**src/rtl/tls_client_hello_version_classifier_macros.svh**
```systemverilog
// assertion helpers shared by the classifier modules
`ifndef TLS_CLIENT_HELLO_VERSION_CLASSIFIER_MACROS_SVH
`define TLS_CLIENT_HELLO_VERSION_CLASSIFIER_MACROS_SVH

// condition holds on every clock outside reset
`define TCV_ASSERT_ALWAYS(label, clk, rst, cond) \
   label: assert property (@(posedge clk) disable iff (rst) (cond)) \
      else $error("tcv invariant violated");

// consequent holds in the same cycle as the antecedent
`define TCV_ASSERT_IMPL(label, clk, rst, ante, cons) \
   label: assert property (@(posedge clk) disable iff (rst) (ante) |-> (cons)) \
      else $error("tcv implication violated");

// consequent holds in the cycle after the antecedent
`define TCV_ASSERT_NEXT(label, clk, rst, ante, cons) \
   label: assert property (@(posedge clk) disable iff (rst) (ante) |=> (cons)) \
      else $error("tcv next-cycle check violated");

`endif

```
**src/rtl/tcv_pkg.sv**
```systemverilog
`timescale 1ns / 1ps
`default_nettype none

package tcv_pkg;

   // result queue depth, must be a power of two
   localparam int QUEUE_DEPTH = 4;
   localparam int QUEUE_PTR_W = $clog2(QUEUE_DEPTH);
   localparam int QUEUE_CNT_W = $clog2(QUEUE_DEPTH + 1);

   localparam logic [7:0]  CONTENT_HANDSHAKE      = 8'h16;
   localparam logic [7:0]  HS_CLIENT_HELLO        = 8'h01;
   localparam logic [15:0] EXT_SUPPORTED_VERSIONS = 16'd43;
   localparam logic [15:0] VER_TLS12              = 16'h0303;
   localparam logic [15:0] VER_TLS11              = 16'h0302;
   localparam logic [15:0] VER_TLS10              = 16'h0301;
   localparam logic [15:0] RANDOM_LEN             = 16'd32;

   typedef enum logic [3:0] {
      PH_CT      = 4'd0,
      PH_RECHDR  = 4'd1,
      PH_HSTYPE  = 4'd2,
      PH_HSLEN   = 4'd3,
      PH_VER     = 4'd4,
      PH_RANDOM  = 4'd5,
      PH_SIDLEN  = 4'd6,
      PH_SID     = 4'd7,
      PH_CSLEN   = 4'd8,
      PH_CS      = 4'd9,
      PH_CMLEN   = 4'd10,
      PH_CM      = 4'd11,
      PH_EXTLEN  = 4'd12,
      PH_EXTHDR  = 4'd13,
      PH_EXTBODY = 4'd14,
      PH_DONE    = 4'd15
   } phase_type;

   typedef enum logic [2:0] {
      CLS_NO_HANDSHAKE     = 3'd0,
      CLS_NOT_CLIENT_HELLO = 3'd1,
      CLS_TLS13            = 3'd2,
      CLS_TLS12            = 3'd3,
      CLS_TLS11            = 3'd4,
      CLS_TLS10            = 3'd5,
      CLS_UNKNOWN          = 3'd6,
      CLS_TRUNCATED        = 3'd7
   } class_type;

   typedef struct packed {
      class_type   hello_class;
      logic [15:0] hello_version;
   } result_type;

endpackage

`default_nettype wire

```
**src/rtl/tcv_parser.sv**
```systemverilog
`timescale 1ns / 1ps
`default_nettype none

`include "tls_client_hello_version_classifier_macros.svh"

module tcv_parser (
   input  wire                 clock,
   input  wire                 reset,
   input  wire                 byte_valid,
   input  wire  [7:0]          data_byte,
   input  wire                 last_byte,
   output logic                res_push,
   output tcv_pkg::result_type res_data
);
   import tcv_pkg::*;

   phase_type   phase_ff, phase_in;
   logic [1:0]  idx_ff, idx_in;
   logic [15:0] skip_ff, skip_in;
   logic [15:0] rem_ff, rem_in;
   logic [15:0] type_ff, type_in;
   logic [15:0] ver_ff, ver_in;
   logic        found_ff, found_in;
   class_type   early_ff, early_in;

   logic [15:0] skip_dec, rem_dec, skip_or, rem_or;
   logic        found_hdr;
   class_type   final_class;

   function automatic class_type version_class(input logic found, input logic [15:0] ver);
      class_type c;
      if (found)                 c = CLS_TLS13;
      else if (ver == VER_TLS12) c = CLS_TLS12;
      else if (ver == VER_TLS11) c = CLS_TLS11;
      else if (ver == VER_TLS10) c = CLS_TLS10;
      else                       c = CLS_UNKNOWN;
      return c;
   endfunction

   assign skip_dec  = skip_ff - 16'd1;
   assign rem_dec   = rem_ff - 16'd1;
   assign skip_or   = skip_ff | {8'h00, data_byte};
   assign rem_or    = rem_ff | {8'h00, data_byte};
   assign found_hdr = found_ff | (type_ff == EXT_SUPPORTED_VERSIONS);

   always_comb begin
      phase_in = phase_ff;
      idx_in   = idx_ff;
      skip_in  = skip_ff;
      rem_in   = rem_ff;
      type_in  = type_ff;
      ver_in   = ver_ff;
      found_in = found_ff;
      early_in = early_ff;
      case (phase_ff)
         PH_CT: begin
            if (data_byte != CONTENT_HANDSHAKE) begin
               early_in = CLS_NO_HANDSHAKE;
               phase_in = PH_DONE;
            end else begin
               phase_in = PH_RECHDR;
               idx_in   = 2'd0;
            end
         end
         PH_RECHDR: begin
            if (idx_ff == 2'd3) begin
               phase_in = PH_HSTYPE;
               idx_in   = 2'd0;
            end else begin
               idx_in = idx_ff + 2'd1;
            end
         end
         PH_HSTYPE: begin
            if (data_byte != HS_CLIENT_HELLO) begin
               early_in = CLS_NOT_CLIENT_HELLO;
               phase_in = PH_DONE;
            end else begin
               phase_in = PH_HSLEN;
               idx_in   = 2'd0;
            end
         end
         PH_HSLEN: begin
            if (idx_ff >= 2'd2) begin
               phase_in = PH_VER;
               idx_in   = 2'd0;
            end else begin
               idx_in = idx_ff + 2'd1;
            end
         end
         PH_VER: begin
            if (idx_ff == 2'd0) begin
               skip_in = {8'h00, data_byte};
               idx_in  = 2'd1;
            end else begin
               ver_in   = {skip_ff[7:0], data_byte};
               skip_in  = RANDOM_LEN;
               idx_in   = 2'd0;
               phase_in = PH_RANDOM;
            end
         end
         PH_RANDOM: begin
            skip_in = skip_dec;
            if (skip_dec == 16'd0) phase_in = PH_SIDLEN;
         end
         PH_SIDLEN: begin
            skip_in  = {8'h00, data_byte};
            idx_in   = 2'd0;
            phase_in = (data_byte == 8'h00) ? PH_CSLEN : PH_SID;
         end
         PH_SID: begin
            skip_in = skip_dec;
            if (skip_dec == 16'd0) begin
               phase_in = PH_CSLEN;
               idx_in   = 2'd0;
            end
         end
         PH_CSLEN: begin
            if (idx_ff == 2'd0) begin
               skip_in = {data_byte, 8'h00};
               idx_in  = 2'd1;
            end else begin
               skip_in  = skip_or;
               idx_in   = 2'd0;
               phase_in = (skip_or == 16'd0) ? PH_CMLEN : PH_CS;
            end
         end
         PH_CS: begin
            skip_in = skip_dec;
            if (skip_dec == 16'd0) phase_in = PH_CMLEN;
         end
         PH_CMLEN: begin
            skip_in  = {8'h00, data_byte};
            idx_in   = 2'd0;
            phase_in = (data_byte == 8'h00) ? PH_EXTLEN : PH_CM;
         end
         PH_CM: begin
            skip_in = skip_dec;
            if (skip_dec == 16'd0) begin
               phase_in = PH_EXTLEN;
               idx_in   = 2'd0;
            end
         end
         PH_EXTLEN: begin
            if (idx_ff == 2'd0) begin
               rem_in = {data_byte, 8'h00};
               idx_in = 2'd1;
            end else begin
               rem_in = rem_or;
               idx_in = 2'd0;
               if (rem_or == 16'd0) begin
                  early_in = version_class(found_ff, ver_ff);
                  phase_in = PH_DONE;
               end else begin
                  phase_in = PH_EXTHDR;
               end
            end
         end
         PH_EXTHDR: begin
            rem_in = rem_dec;
            case (idx_ff)
               2'd0:    type_in = {data_byte, 8'h00};
               2'd1:    type_in = type_ff | {8'h00, data_byte};
               2'd2:    skip_in = {data_byte, 8'h00};
               default: skip_in = skip_or;
            endcase
            if (idx_ff != 2'd3) begin
               // block ends inside an extension header
               if (rem_dec == 16'd0) begin
                  early_in = CLS_TRUNCATED;
                  phase_in = PH_DONE;
               end else begin
                  idx_in = idx_ff + 2'd1;
               end
            end else begin
               idx_in   = 2'd0;
               found_in = found_hdr;
               if (skip_or > rem_dec) begin
                  early_in = CLS_TRUNCATED;
                  phase_in = PH_DONE;
               end else if (skip_or == 16'd0) begin
                  if (rem_dec == 16'd0) begin
                     early_in = version_class(found_hdr, ver_ff);
                     phase_in = PH_DONE;
                  end
               end else begin
                  phase_in = PH_EXTBODY;
               end
            end
         end
         PH_EXTBODY: begin
            skip_in = skip_dec;
            rem_in  = rem_dec;
            if (skip_dec == 16'd0) begin
               if (rem_dec == 16'd0) begin
                  early_in = version_class(found_ff, ver_ff);
                  phase_in = PH_DONE;
               end else begin
                  phase_in = PH_EXTHDR;
                  idx_in   = 2'd0;
               end
            end
         end
         PH_DONE: begin
         end
         default: begin
         end
      endcase
   end

   // class on the final byte, from the state this byte leaves behind
   always_comb begin
      if (phase_in == PH_DONE)
         final_class = early_in;
      else if (phase_in == PH_EXTLEN && idx_in == 2'd0)
         final_class = version_class(found_in, ver_in);
      else
         final_class = CLS_TRUNCATED;
   end

   assign res_push               = byte_valid & last_byte;
   assign res_data.hello_class   = final_class;
   assign res_data.hello_version = ver_in;

   always_ff @(posedge clock) begin
      if (reset || (byte_valid && last_byte)) begin
         phase_ff <= PH_CT;
         idx_ff   <= 2'd0;
         skip_ff  <= 16'd0;
         rem_ff   <= 16'd0;
         type_ff  <= 16'd0;
         ver_ff   <= 16'd0;
         found_ff <= 1'b0;
         early_ff <= CLS_NO_HANDSHAKE;
      end else if (byte_valid) begin
         phase_ff <= phase_in;
         idx_ff   <= idx_in;
         skip_ff  <= skip_in;
         rem_ff   <= rem_in;
         type_ff  <= type_in;
         ver_ff   <= ver_in;
         found_ff <= found_in;
         early_ff <= early_in;
      end
   end

   `TCV_ASSERT_NEXT(a_restart_after_last, clock, reset, byte_valid && last_byte, phase_ff == PH_CT && ver_ff == 16'd0)
   `TCV_ASSERT_NEXT(a_done_holds, clock, reset, byte_valid && !last_byte && phase_ff == PH_DONE, phase_ff == PH_DONE && $stable(early_ff))
   `TCV_ASSERT_IMPL(a_body_within_block, clock, reset, phase_ff == PH_EXTBODY, skip_ff != 16'd0 && skip_ff <= rem_ff)

endmodule

`default_nettype wire

```
**src/rtl/tcv_queue.sv**
```systemverilog
`timescale 1ns / 1ps
`default_nettype none

`include "tls_client_hello_version_classifier_macros.svh"

module tcv_queue (
   input  wire                 clock,
   input  wire                 reset,
   input  wire                 push,
   input  tcv_pkg::result_type push_data,
   output logic                full,
   input  wire                 pop,
   output logic                empty,
   output tcv_pkg::result_type head
);
   import tcv_pkg::*;

   result_type             mem_ff [QUEUE_DEPTH];
   logic [QUEUE_PTR_W-1:0] wr_ptr_ff, rd_ptr_ff;
   logic [QUEUE_CNT_W-1:0] count_ff, count_in;
   logic                   do_push, do_pop;

   assign full    = (count_ff == QUEUE_CNT_W'(QUEUE_DEPTH));
   assign empty   = (count_ff == '0);
   assign do_push = push & ~full;
   assign do_pop  = pop & ~empty;
   assign head    = mem_ff[rd_ptr_ff];

   always_comb begin
      count_in = count_ff;
      if (do_push && !do_pop)      count_in = count_ff + QUEUE_CNT_W'(1);
      else if (do_pop && !do_push) count_in = count_ff - QUEUE_CNT_W'(1);
   end

   always_ff @(posedge clock) begin
      if (reset) begin
         wr_ptr_ff <= '0;
         rd_ptr_ff <= '0;
         count_ff  <= '0;
      end else begin
         if (do_push) wr_ptr_ff <= wr_ptr_ff + QUEUE_PTR_W'(1);
         if (do_pop)  rd_ptr_ff <= rd_ptr_ff + QUEUE_PTR_W'(1);
         count_ff <= count_in;
      end
   end

   always_ff @(posedge clock) begin
      if (do_push) mem_ff[wr_ptr_ff] <= push_data;
   end

   `TCV_ASSERT_ALWAYS(a_count_bound, clock, reset, count_ff <= QUEUE_CNT_W'(QUEUE_DEPTH))
   `TCV_ASSERT_NEXT(a_push_fills, clock, reset, do_push && !do_pop, !empty)
   `TCV_ASSERT_NEXT(a_last_pop_empties, clock, reset, do_pop && !do_push && count_ff == QUEUE_CNT_W'(1), empty)

endmodule

`default_nettype wire

```
**src/rtl/tls_client_hello_version_classifier.sv**
```systemverilog
// result path: a result enters the queue at the edge that takes the final byte
//   and shows on the rsp_ ports from the next cycle on
// throughput: one byte per cycle, set by the byte-wise parse state machine;
//   req_full rises only while four results wait unread in the result queue
// reset: synchronous, active high; parser returns to the content type phase
//   and the result queue empties, no clearing pass
`timescale 1ns / 1ps
`default_nettype none

module tls_client_hello_version_classifier (
   input  wire         clock,
   input  wire         reset,
   // byte input channel
   input  wire         req_push,
   output logic        req_full,
   input  wire  [7:0]  req_data_byte,
   input  wire         req_last_byte,
   // result channel
   output logic        rsp_empty,
   input  wire         rsp_pop,
   output logic [2:0]  rsp_hello_class,
   output logic        rsp_forward,
   output logic [15:0] rsp_hello_version
);
   import tcv_pkg::*;

   logic       byte_accept;
   logic       res_push;
   result_type res_data;
   result_type head;

   // a byte transaction completes whenever the queue has room
   assign byte_accept = req_push & ~req_full;

   // front: byte-wise parser, classifies each buffer on its final byte
   tcv_parser u_parser (
      .clock      (clock),
      .reset      (reset),
      .byte_valid (byte_accept),
      .data_byte  (req_data_byte),
      .last_byte  (req_last_byte),
      .res_push   (res_push),
      .res_data   (res_data)
   );

   // back: short result queue, drains on its own pace
   tcv_queue u_queue (
      .clock     (clock),
      .reset     (reset),
      .push      (res_push),
      .push_data (res_data),
      .full      (req_full),
      .pop       (rsp_pop),
      .empty     (rsp_empty),
      .head      (head)
   );

   assign rsp_hello_class   = head.hello_class;
   assign rsp_hello_version = head.hello_version;

   // pass through to the server: anything but tls 1.3, tls 1.2 or an unknown version
   always_comb begin
      rsp_forward = head.hello_class inside {CLS_NO_HANDSHAKE, CLS_NOT_CLIENT_HELLO,
                                             CLS_TLS11, CLS_TLS10, CLS_TRUNCATED};
   end

endmodule

`default_nettype wire

```
**config.mk**
```make
export PLATFORM = sky130hd
export DESIGN_NAME = tls_client_hello_version_classifier
export DESIGN_NICKNAME = d
export VERILOG_FILES = /design/src/rtl/tcv_pkg.sv /design/src/rtl/tcv_parser.sv /design/src/rtl/tcv_queue.sv /design/src/rtl/tls_client_hello_version_classifier.sv
export VERILOG_INCLUDE_DIRS = /design/src /design/src/rtl
export SDC_FILE = /design/constraint.sdc
export NUM_CORES = 1
export LEC_CHECK = 0
export ABC_AREA = 0
export BUFFER_PORTS_ARGS = -buffer_cell sky130_fd_sc_hd__buf_2
export CAP_MARGIN = 15
export CORE_MARGIN = 1
export CORE_UTILIZATION = 25
export CTS_CLUSTER_DIAMETER = 60
export CTS_CLUSTER_SIZE = 28
export DETAILED_ROUTE_END_ITERATION = 16
export SYNTH_ARGS = -nofsm -noshare
export SYNTH_HDL_FRONTEND = slang
export SYNTH_HIERARCHICAL = 1
export SYNTH_SLANG_ARGS = --single-unit
```
**constraint.sdc**
```tcl
create_clock -name clock -period 5.6 [get_ports clock]
set_input_delay 0 -clock clock [delete_from_list [all_inputs] [get_ports clock]]
set_output_delay 0 -clock clock [all_outputs]
set_load 0.1 [all_outputs]
```
==> flow_summary.toml, run 1 <==
[die]
fp.dieH_microns = 193
ios = 35
start_util_pct = 25.6
die_w_microns = 193
die-area_sq_um = 37400
core_region_area_sq_um = 35800
row_count = 69

[yosys]
async_flop_share_pct = 0
yosysUniqueCellTypes = 80
dominantRegCellSynth = "dfxtp_1"
synth_area_per_cell_sq_um = 9.46
synth_fp_nets = 1014
yosysWarningCount = 6
synth-edff-count = 76
netlist_instances = 968
yosys_register_bits = 159
syn-cell-area_sq_um = 9160
yosys-top-cells-area = "edfxtp_1, dfxtp_1, nor2_1"
synth_top_cell_by_area = "edfxtp_1"
synth-seq-area-share_pct = 43.1
synth_top_area_share_pct = 24.9

[place]
globalplace.congestion = 0.969
io_buffer_count = 34
dpl.cell_count = 1410
placed_area_sq_um = 9710
dpl.hpwl_microns = 18400
pre_cts_ws_ps = 574

[sta]
slew_headroom_pct = 30.7
finalMaxSlewViolations = 0
min_period_ps = 5090
setup_tns_ps = 0
max_freq_mhz = 197
skew_ps = 14.2
holdWs_ps = 41.3
setup_violations = 0
fin_ws_ps = 513
rsz0062_at_grt = "no"
hold_viol = 0
max_slew.worst_pin.slew_ps = 1040
post-route-period-util_pct = 90.8

[finish]
drive_above_1_share_pct = 13.6
area_growth_pct = 13.5
design_area_sq_um = 10400
antenna_cells = 0
nets = 1018
stdcell_count = 1446
final_core_util_pct = 29.0

[critical_path]
worst_setup_path_end_kind = "flop"
required_ps = 5870
crit_arrival_ps = 5360
cp_max_fo = 8
critPathLaunchType = "flop"
path_class = "flop to flop"

[clocking]
cts_buffers = 17
clock_path_buffers = 2
clock-sinks = 159
root_buffer = "clkbuf_16"
htree_levels = 4
cts.clk_slew.worst_paths_ps = 70
cts_tree = "done"
insertion_delay_ps = 440

[pwr]
power.switching_mw = 1.85
sw_frac_of_total_pct = 42.2
p_int_mw = 2.53
p_clk_share_pct = 28.8
power.static_leakage_nw = 3.75
power_frac_seq_pct = 33.0
power_density_nw_per_um2 = 422
pwr-share-comb_pct = 38.2
ir_worst_vdd_v = 0.000232
finalPower_mw = 4.38

[worst_hold_path]
worst_hold_path_type = "primary input to flop"

[drt]
drt_iter0_markers = 661
route.detailed.drc = 3
dr_total_vias = 7633
wl_per_cell_microns = 18.5
first_pass_iters = 13
avgViaCountPerCell = 5.28
wl_microns = 26800
drtAntennaViolNets = 0

[global_routing]
grt-ovfl-total = 0
antenna_found_initial = 0
track_usage_pct = 14.4
grt_pass1_vias = 7316
grt_start_max_net_pins = 57
grt_pass1_wl_microns = 42100

[run_status]
status = "complete, but fails checks"
violations = "DRC"

[run]
drv_cap = 0
==> cell usage after synthesis, types with 4 or more instances <==
cell and count:
nand3b_1 5, nor2b_1 6, mux2i_1 23, a21oi_1 74, a211oi_1 24, mux4_2 19, o211ai_1 4, a31oi_1 5
nor3b_1 15, xor2_1 15, o31a_1 4, and2_1 13, nor3_1 35, a221oi_1 5, ha_1 32, nand2b_1 7
a32oi_1 5, or3_1 10, a22oi_1 8, nor4_1 22, inv_1 33, nor4b_1 4, mux2_2 9, nand2_1 58
o21ai_0 48, dfxtp_1 83, o221a_2 5, clkbuf_1 57, xnor2_1 8, or4_1 8, nor2_1 125, nand4_1 14
edfxtp_1 76, or2_2 14, nand3_1 21
==> kinds of logic after synthesis <==
family	after synthesis	share of synthesized area (%)
AND/OR/NAND/NOR	380	21.6
multiplexers	51	8.29
XOR/XNOR	23	2.20
buffers and inverters	97	4.39
AO/OA/AOI/OAI	225	15.8
flip-flops	159	43.1
adder cells (fa/ha/maj)	33	4.59
==> power by group through the flow <==
stage                     sequential (mW)  clock, mW  combinational [mW]
final                                1.45       1.26                1.67
after CTS                            1.44       1.29                1.67
after global routing                 1.46       1.34                1.80
after floorplan                      1.40          0                1.41
after detailed placement             1.47          0                1.66
after global placement               1.47          0                1.65
==> sequential cells by signal (all words and copies together), names as in the netlist, named ones only <==
register,cells
u_parser/early_ff,3
u_parser/found_ff,1
u_queue/rd_ptr_ff,2
u_parser/type_ff,16
u_parser/ver_ff,16
u_queue/wr_ptr_ff,2
u_parser/rem_ff,16
u_parser/skip_ff,16
u_parser/phase_ff,4
u_queue/count_ff,3
u_parser/idx_ff,2
u_queue/mem_ff,76
==> layer usage <==
layer / part of all wire, % / vias to the layer above / GRT usage, %
li1: - / 3624 / -
met1: 46 / 3714 / 19.4
met2: 47 / 266 / 22.8
met3: 6.0 / 29 / 2.88
met4: 1.6 / 0 / 5.10
met5: 0 / - / 0
==> layout by cell type, fill, tap and decap left out, types with 9 or more instances in the layout <==
master / count
mux2_2: 9
nor3_1: 35
or2_2: 14
dfxtp_1: 83
nor3b_1: 15
o21ai_0: 48
a211oi_1: 24
mux4_2: 19
buf_2: 34
nor4_1: 21
or3_1: 10
edfxtp_1: 76
a21oi_1: 74
nand4_1: 14
inv_1: 33
nand3_1: 21
ha_1: 32
clkbuf_16: 17
mux2i_1: 23
xor2_1: 15
nand2_1: 58
and2_1: 13
nor2_1: 125
buf_4: 10
==> repair_timing <==
action	4_1_cts	5_1_grt
hold buffers	4	0
endpoints found under the hold margin	11	0
buffers inserted	0	0
endpoints found under the setup margin	0	8
resized for setup	0	1
==> final timing paths <==
check                                                       from                                to  slack [ps]  cells past startpoint
worst max-delay path             u_parser/rem_ff[0]$_SDFFE_PP0P_   u_queue/mem_ff[3][17]$_DFFE_PP_         510                     14
worst min-delay path                            req_data_byte[7]  u_parser/type_ff[7]$_SDFFE_PP0P_          40                      3
worst max register to register   u_parser/rem_ff[0]$_SDFFE_PP0P_   u_queue/mem_ff[3][17]$_DFFE_PP_         510                     14
worst min register to register  u_parser/type_ff[5]$_SDFFE_PP0P_  u_parser/type_ff[5]$_SDFFE_PP0P_         460                      2
==> final cells by class <==
cell class,instances,area (sq um)
sequential,159,3940
inverter,34,128
timing repair buffer,48,285
tap,461,577
clock buffer,18,439
multi-input combinational,712,4820
clock inverter,14,196
fill,3729,25400
==> worst max-delay path, cell delays in order (launching register included) <==
cell and delay (ps):
dfxtp_1 360, nor4_1 720, nand4_1 270, xnor2_1 540, inv_1 260, ha_1 380, nand4_1 180, nor4_1 390
o21ai_0 200, a32oi_1 540, nor3_1 100, a221oi_1 410, a211oi_1 90, o2111ai_1 220, o31a_1 250
No activity file was read; power rests on OpenSTA's default activity.
==> run 2, diff against run 1 <==
Settings changed: MAX_ROUTING_LAYER set to met4.
==> flow_summary.toml, run 2 (same netlist as run 1, synthesis figures left out) <==
[critical_path]
crit_arrival_ps = 5120
r2r_cells = 18
critPathLaunchType = "flop"
cp_max_fo = 8
required_ps = 5870
r2r_end = "u_queue/mem_ff[0][17]$_DFFE_PP_"
worst_setup_path_end_kind = "flop"
ff2ff_setup_slack_ps = 750
r2r_start = "u_parser/rem_ff[0]$_SDFFE_PP0P_"
path_class = "flop to flop"
worstPathCellList = "inv_1 -> ha_1 -> nor3b_1 -> buf_4 -> nand2_1 -> or3_1 -> or3_1 -> xor2_1 -> ha_1 -> nand4_1 -> nor4_1 -> o21ai_0 -> a32oi_1 -> nor3_1 -> a221oi_1 -> a211oi_1 -> o2111ai_1 -> o31a_1"
cp_slowest_cell = "a32oi_1"
cp_slowest_stage_delay_ps = 520

[global_routing]
grt_pass1_vias = 7267
antenna_found_initial = 0
grt_pass1_wl_microns = 42400
track_usage_pct = 15.0
grt_start_max_net_pins = 57
grt-ovfl-total = 0

[clocking]
clock-sinks = 159
clock_path_buffers = 2
cts.clk_slew.worst_paths_ps = 70
cts_setup_buffers = 0
cts_tree = "done"
cts-resized-gates = 0
cts_hold_buf = 4
insertion_delay_ps = 440
htree_levels = 4
root_buffer = "clkbuf_16"
cts_buffers = 17

[pwr]
p_int_mw = 2.48
p_clk_share_pct = 28.3
sw_frac_of_total_pct = 42.9
ir_worst_vdd_v = 0.000241
power_frac_seq_pct = 33.3
power.static_leakage_nw = 3.76
power_density_nw_per_um2 = 419
pwr-share-comb_pct = 38.4
power.switching_mw = 1.87

[place]
dpl.cell_count = 1412
globalplace.congestion = 0.970
dpl.hpwl_microns = 18300
io_buffer_count = 34

[sta]
slew_headroom_pct = 23.4
rsz0062_at_grt = "no"
setup_tns_ps = 0
finalMaxSlewViolations = 0
skew_ps = 15.1
post-route-period-util_pct = 86.5
hold_viol = 0
min_period_ps = 4850
setup_violations = 0
max_freq_mhz = 206
max_slew.worst_pin.slew_ps = 1130

[die]
die-area_sq_um = 37400
start_util_pct = 25.6
fp.dieH_microns = 193
row_count = 69
die_w_microns = 193
ios = 35
core_region_area_sq_um = 35800

[worst_hold_path]
worst_hold_path_type = "primary input to flop"
whs_endpoint = "u_parser/type_ff[7]$_SDFFE_PP0P_"
hold_start = "req_data_byte[7]"
min_path_cells = 3

[finish]
largest_register_ffs = 76
antenna_cells = 0
final_common_cell = "nor2_1"
top_register = "u_queue/mem_ff"
nets = 1020
area_growth_pct = 13.5
fillers = 3711
drive_above_1_share_pct = 13.7
layout_common_cells = "nor2_1, dfxtp_1, edfxtp_1"
stdcell_count = 1448

[drt]
drtAntennaViolNets = 0
wl_per_cell_microns = 18.4
dr_total_vias = 7664
drt_iter0_markers = 857
avgViaCountPerCell = 5.29
wl_microns = 26700
route.detailed.drc = 4
first_pass_iters = 11

[run]
drv_cap = 0

[run_status]
violations = "DRC"
status = "complete, but fails checks"
run 2: cell types whose count changed in the layout (fill, tap and decap cells not counted):
cell,before,now
buf_4,10,12
clkinv_8,1,3
bufinv_16,3,2
clkbuf_8,1,0
clkinv_2,0,1
clkinv_4,0,1
clkinvlp_2,1,0
inv_8,3,2
nor4_1,21,22
nor4_2,2,1
run 2: per-layer routing:
| layer | up-vias | track usage, % | wire length, microns |
|---|---|---|---|
| met5 | - | - | 0 |
| met1 | 3743 | 20.1 | 12500 |
| met4 | 0 | 4.74 | 459 |
| met3 | 27 | 3.05 | 1580 |
| met2 | 263 | 22.6 | 12100 |
| li1 | 3631 | - | - |
run 2: area by class of cell:
cell class | instances | area, sq um | area share (%)
flip-flops and latches | 159 | 3940 | 38.0
multi-input cells | 712 | 4820 | 46.4
inverters | 34 | 128 | 1.23
well taps | 461 | 577 | 5.55
repair buffers | 50 | 300 | 2.89
clock inverters | 15 | 196 | 1.89
clock buffers | 17 | 425 | 4.09
run 2: critical path, delay by kind of cell (launching register included):
| kind | cells | cell delay (ps) |
|---|---|---|
| compound gates | 6 | 1690 |
| xor+xnor | 1 | 170 |
| fa+ha+maj | 2 | 560 |
| buf+inv | 2 | 300 |
| flops | 1 | 370 |
| simple gates | 7 | 1560 |
run 2: stage by stage:
stage               setup slack (ps)  instance area [sq um]  hold WS (ps)  total power [mW]  utilization [%]
floorplan                       1160                   9160           230              2.81                -
CTS                              843                  10400          14.2              4.37             29.0
detailed placement               895                   9730           302              3.13             27.1
finish                           754                  10400          30.7              4.35             29.0
global route                     327                  10400          25.9              4.56             29.0
global placement                 950                   9730           301              3.12             27.1
run 2: worst max path at each step:
stage,startpoint,end,slack [ps],depth (start not counted)
finish,u_parser/rem_ff[0]$_SDFFE_PP0P_,u_queue/mem_ff[0][17]$_DFFE_PP_,750,18
global route,u_parser/rem_ff[0]$_SDFFE_PP0P_,u_queue/mem_ff[0][18]$_DFFE_PP_,330,18
CTS,u_parser/rem_ff[0]$_SDFFE_PP0P_,u_queue/mem_ff[0][17]$_DFFE_PP_,840,18
detailed placement,u_parser/rem_ff[0]$_SDFFE_PP0P_,u_queue/mem_ff[0][17]$_DFFE_PP_,900,18
global placement,u_parser/rem_ff[0]$_SDFFE_PP0P_,u_queue/mem_ff[0][17]$_DFFE_PP_,950,18
floorplan,u_parser/rem_ff[0]$_SDFFE_PP0P_,u_queue/mem_ff[0][17]$_DFFE_PP_,1160,17
run 2: power groups by stage:
stage,clock (mW),sequential [mW],combinational (mW)
after floorplan,0,1.40,1.41
after global placement,0,1.47,1.65
after detailed placement,0,1.47,1.66
after CTS,1.25,1.45,1.67
after global routing,1.30,1.47,1.79
final,1.23,1.45,1.67
==> run 3, diff against run 2 <==
Settings changed: CELL_PAD_IN_SITES_DETAIL_PLACEMENT set to 1, CELL_PAD_IN_SITES_GLOBAL_PLACEMENT set to 1, PLACE_DENSITY_LB_ADDON set to 0.1.
==> flow_summary.toml, run 3 (same netlist as run 1, synthesis figures left out) <==
[critical_path]
r2r_end = "u_queue/mem_ff[1][17]$_DFFE_PP_"
cpLargestDelayFamily = "compound AO/OA/AOI/OAI gates"
worst_setup_path_end_kind = "flop"
path_buf_inv = 2
critPathLaunchType = "flop"
crit_arrival_ps = 5310
setup.worst_path.start = "u_parser/rem_ff[0]$_SDFFE_PP0P_"
cp_slowest_stage_delay_ps = 500
cp_max_fo = 8
r2r_start = "u_parser/rem_ff[0]$_SDFFE_PP0P_"
path_class = "flop to flop"
ff2ff_setup_slack_ps = 580
required_ps = 5890
cp_slowest_cell = "a31oi_1"
r2r_cells = 18
worstPathCellList = "inv_1 -> ha_1 -> nor3b_1 -> buf_4 -> nand2_1 -> or3_1 -> or3_1 -> xor2_1 -> ha_1 -> nand4_1 -> nor4_1 -> o21ai_0 -> a31oi_1 -> a22oi_1 -> a221oi_1 -> a211oi_1 -> o2111ai_1 -> o31a_1"

[finish]
drive_above_1_share_pct = 14.4
area_growth_pct = 13.8
layout_common_cells = "nor2_1, dfxtp_1, edfxtp_1"
largest_register_ffs = 76
final_core_util_pct = 29.1
design_area_sq_um = 10400
nets = 1029
final_common_cell = "nor2_1"
top_register = "u_queue/mem_ff"

[global_routing]
grt-ovfl-total = 0
track_usage_pct = 18.3
grt_start_max_net_pins = 37
grt_pass1_vias = 7855
antenna_found_initial = 2
grt_pass1_wl_microns = 50200

[clocking]
cts.clk_slew.worst_paths_ps = 70
root_buffer = "clkbuf_16"
cts_tree = "done"
clock-sinks = 159
cts_setup_buffers = 0
insertion_delay_ps = 450
cts_buffers = 17
htree_levels = 4
cts-resized-gates = 0
clock_path_buffers = 2

[worst_hold_path]
min_path_cells = 4
hold_start = "req_push"
whs_endpoint = "u_parser/idx_ff[1]$_SDFFE_PP0P_"
worst_hold_path_type = "primary input to flop"

[sta]
hold_viol = 0
max_freq_mhz = 199
setup_tns_ps = 0
finalMaxSlewViolations = 0
min_period_ps = 5020
skew_ps = 14.8
rsz0062_at_grt = "no"
post-route-period-util_pct = 89.6
max_slew.worst_pin.slew_ps = 1090
setup_violations = 0
slew_headroom_pct = 27.4

[die]
die-area_sq_um = 37400
core_region_area_sq_um = 35800
start_util_pct = 25.6
ios = 35
die_w_microns = 193
row_count = 69
fp.dieH_microns = 193

[drt]
avgViaCountPerCell = 5.19
wl_microns = 32100
drt_iter0_markers = 362
route.detailed.drc = 3
first_pass_iters = 10
wl_per_cell_microns = 22.0
drtAntennaViolNets = 0
dr_total_vias = 7562

[place]
io_buffer_count = 34
globalplace.congestion = 0.863
placed_area_sq_um = 9800
dpl.hpwl_microns = 23300

[run_status]
status = "complete, but fails checks"
violations = "DRC"

[pwr]
ir_worst_vdd_v = 0.000210
power_density_nw_per_um2 = 420
power.static_leakage_nw = 3.78

[run]
drv_cap = 0
-- run 3: cell count changes in the layout (fill, tap and decap cells not counted) --
| cell | before | now |
|---|---|---|
| clkinv_1 | 1 | 2 |
| dlygate4sd3_1 | 4 | 3 |
| inv_6 | 5 | 2 |
| clkinv_4 | 1 | 3 |
| clkinvlp_4 | 1 | 3 |
| diode_2 | 0 | 1 |
| clkbuf_1 | 0 | 1 |
| clkinv_8 | 3 | 0 |
| buf_4 | 12 | 22 |
-- run 3: worst min-delay path: stages --
cell	delay [ps]
buf_2	90
nor2b_4	190
nand2_1	80
a21oi_1	60
-- run 3: per-stage QoR --
step                power, mW  hold WS [ps]  worst slack (ps)  cells
floorplan                2.81           230              1160    968
global placement         3.21           319               880   1422
detailed placement       3.21           319               682   1422
CTS                      4.43          5.06               635   1457
global route             4.61          49.9               104   1458
finish                   4.37          30.5               581   1458
-- run 3: worst max-delay path by stage --
stage / end / slack (ps) / cells past startpoint
finish: u_queue/mem_ff[1][17]$_DFFE_PP_ / 580 / 18
detailed placement: u_queue/mem_ff[1][17]$_DFFE_PP_ / 680 / 18
global route: u_queue/mem_ff[1][17]$_DFFE_PP_ / 100 / 18
global placement: u_queue/mem_ff[0][17]$_DFFE_PP_ / 880 / 18
CTS: u_queue/mem_ff[1][17]$_DFFE_PP_ / 630 / 18
floorplan: u_queue/mem_ff[0][17]$_DFFE_PP_ / 1160 / 17
-- run 3: routing by layer --
| metal | vias to the layer above | global-route usage [%] | part of all wire, % |
|---|---|---|---|
| met4 | 0 | 4.71 | 1.4 |
| li1 | 3659 | - | - |
| met5 | - | - | 0 |
| met2 | 95 | 27.9 | 45 |
| met3 | 22 | 3.66 | 3.3 |
| met1 | 3786 | 24.8 | 51 |
-- run 3: where the power goes --
group	internal, mW	switching [mW]	total (mW)
Sequential	1.33	0.0975	1.43
Clock	0.664	0.533	1.20
Combinational	0.484	1.27	1.75
Total	2.48	1.90	4.37
-- run 3: final cells by class --
class                   instances  area, sq um
diodes                          1         2.50
fillers                      4073        25400
repair buffers                 59          365
clock inverters                14          158
multi-input cells             712         4820
well taps                     461          577
inverters                      34          128
clock buffers                  18          429
flip-flops and latches        159         3940
-- run 3: what timing repair did --
action | CTS | global route
endpoints found under the setup margin | 0 | 0
hold buffers | 3 | 0
hold endpoints to repair | 10 | 0
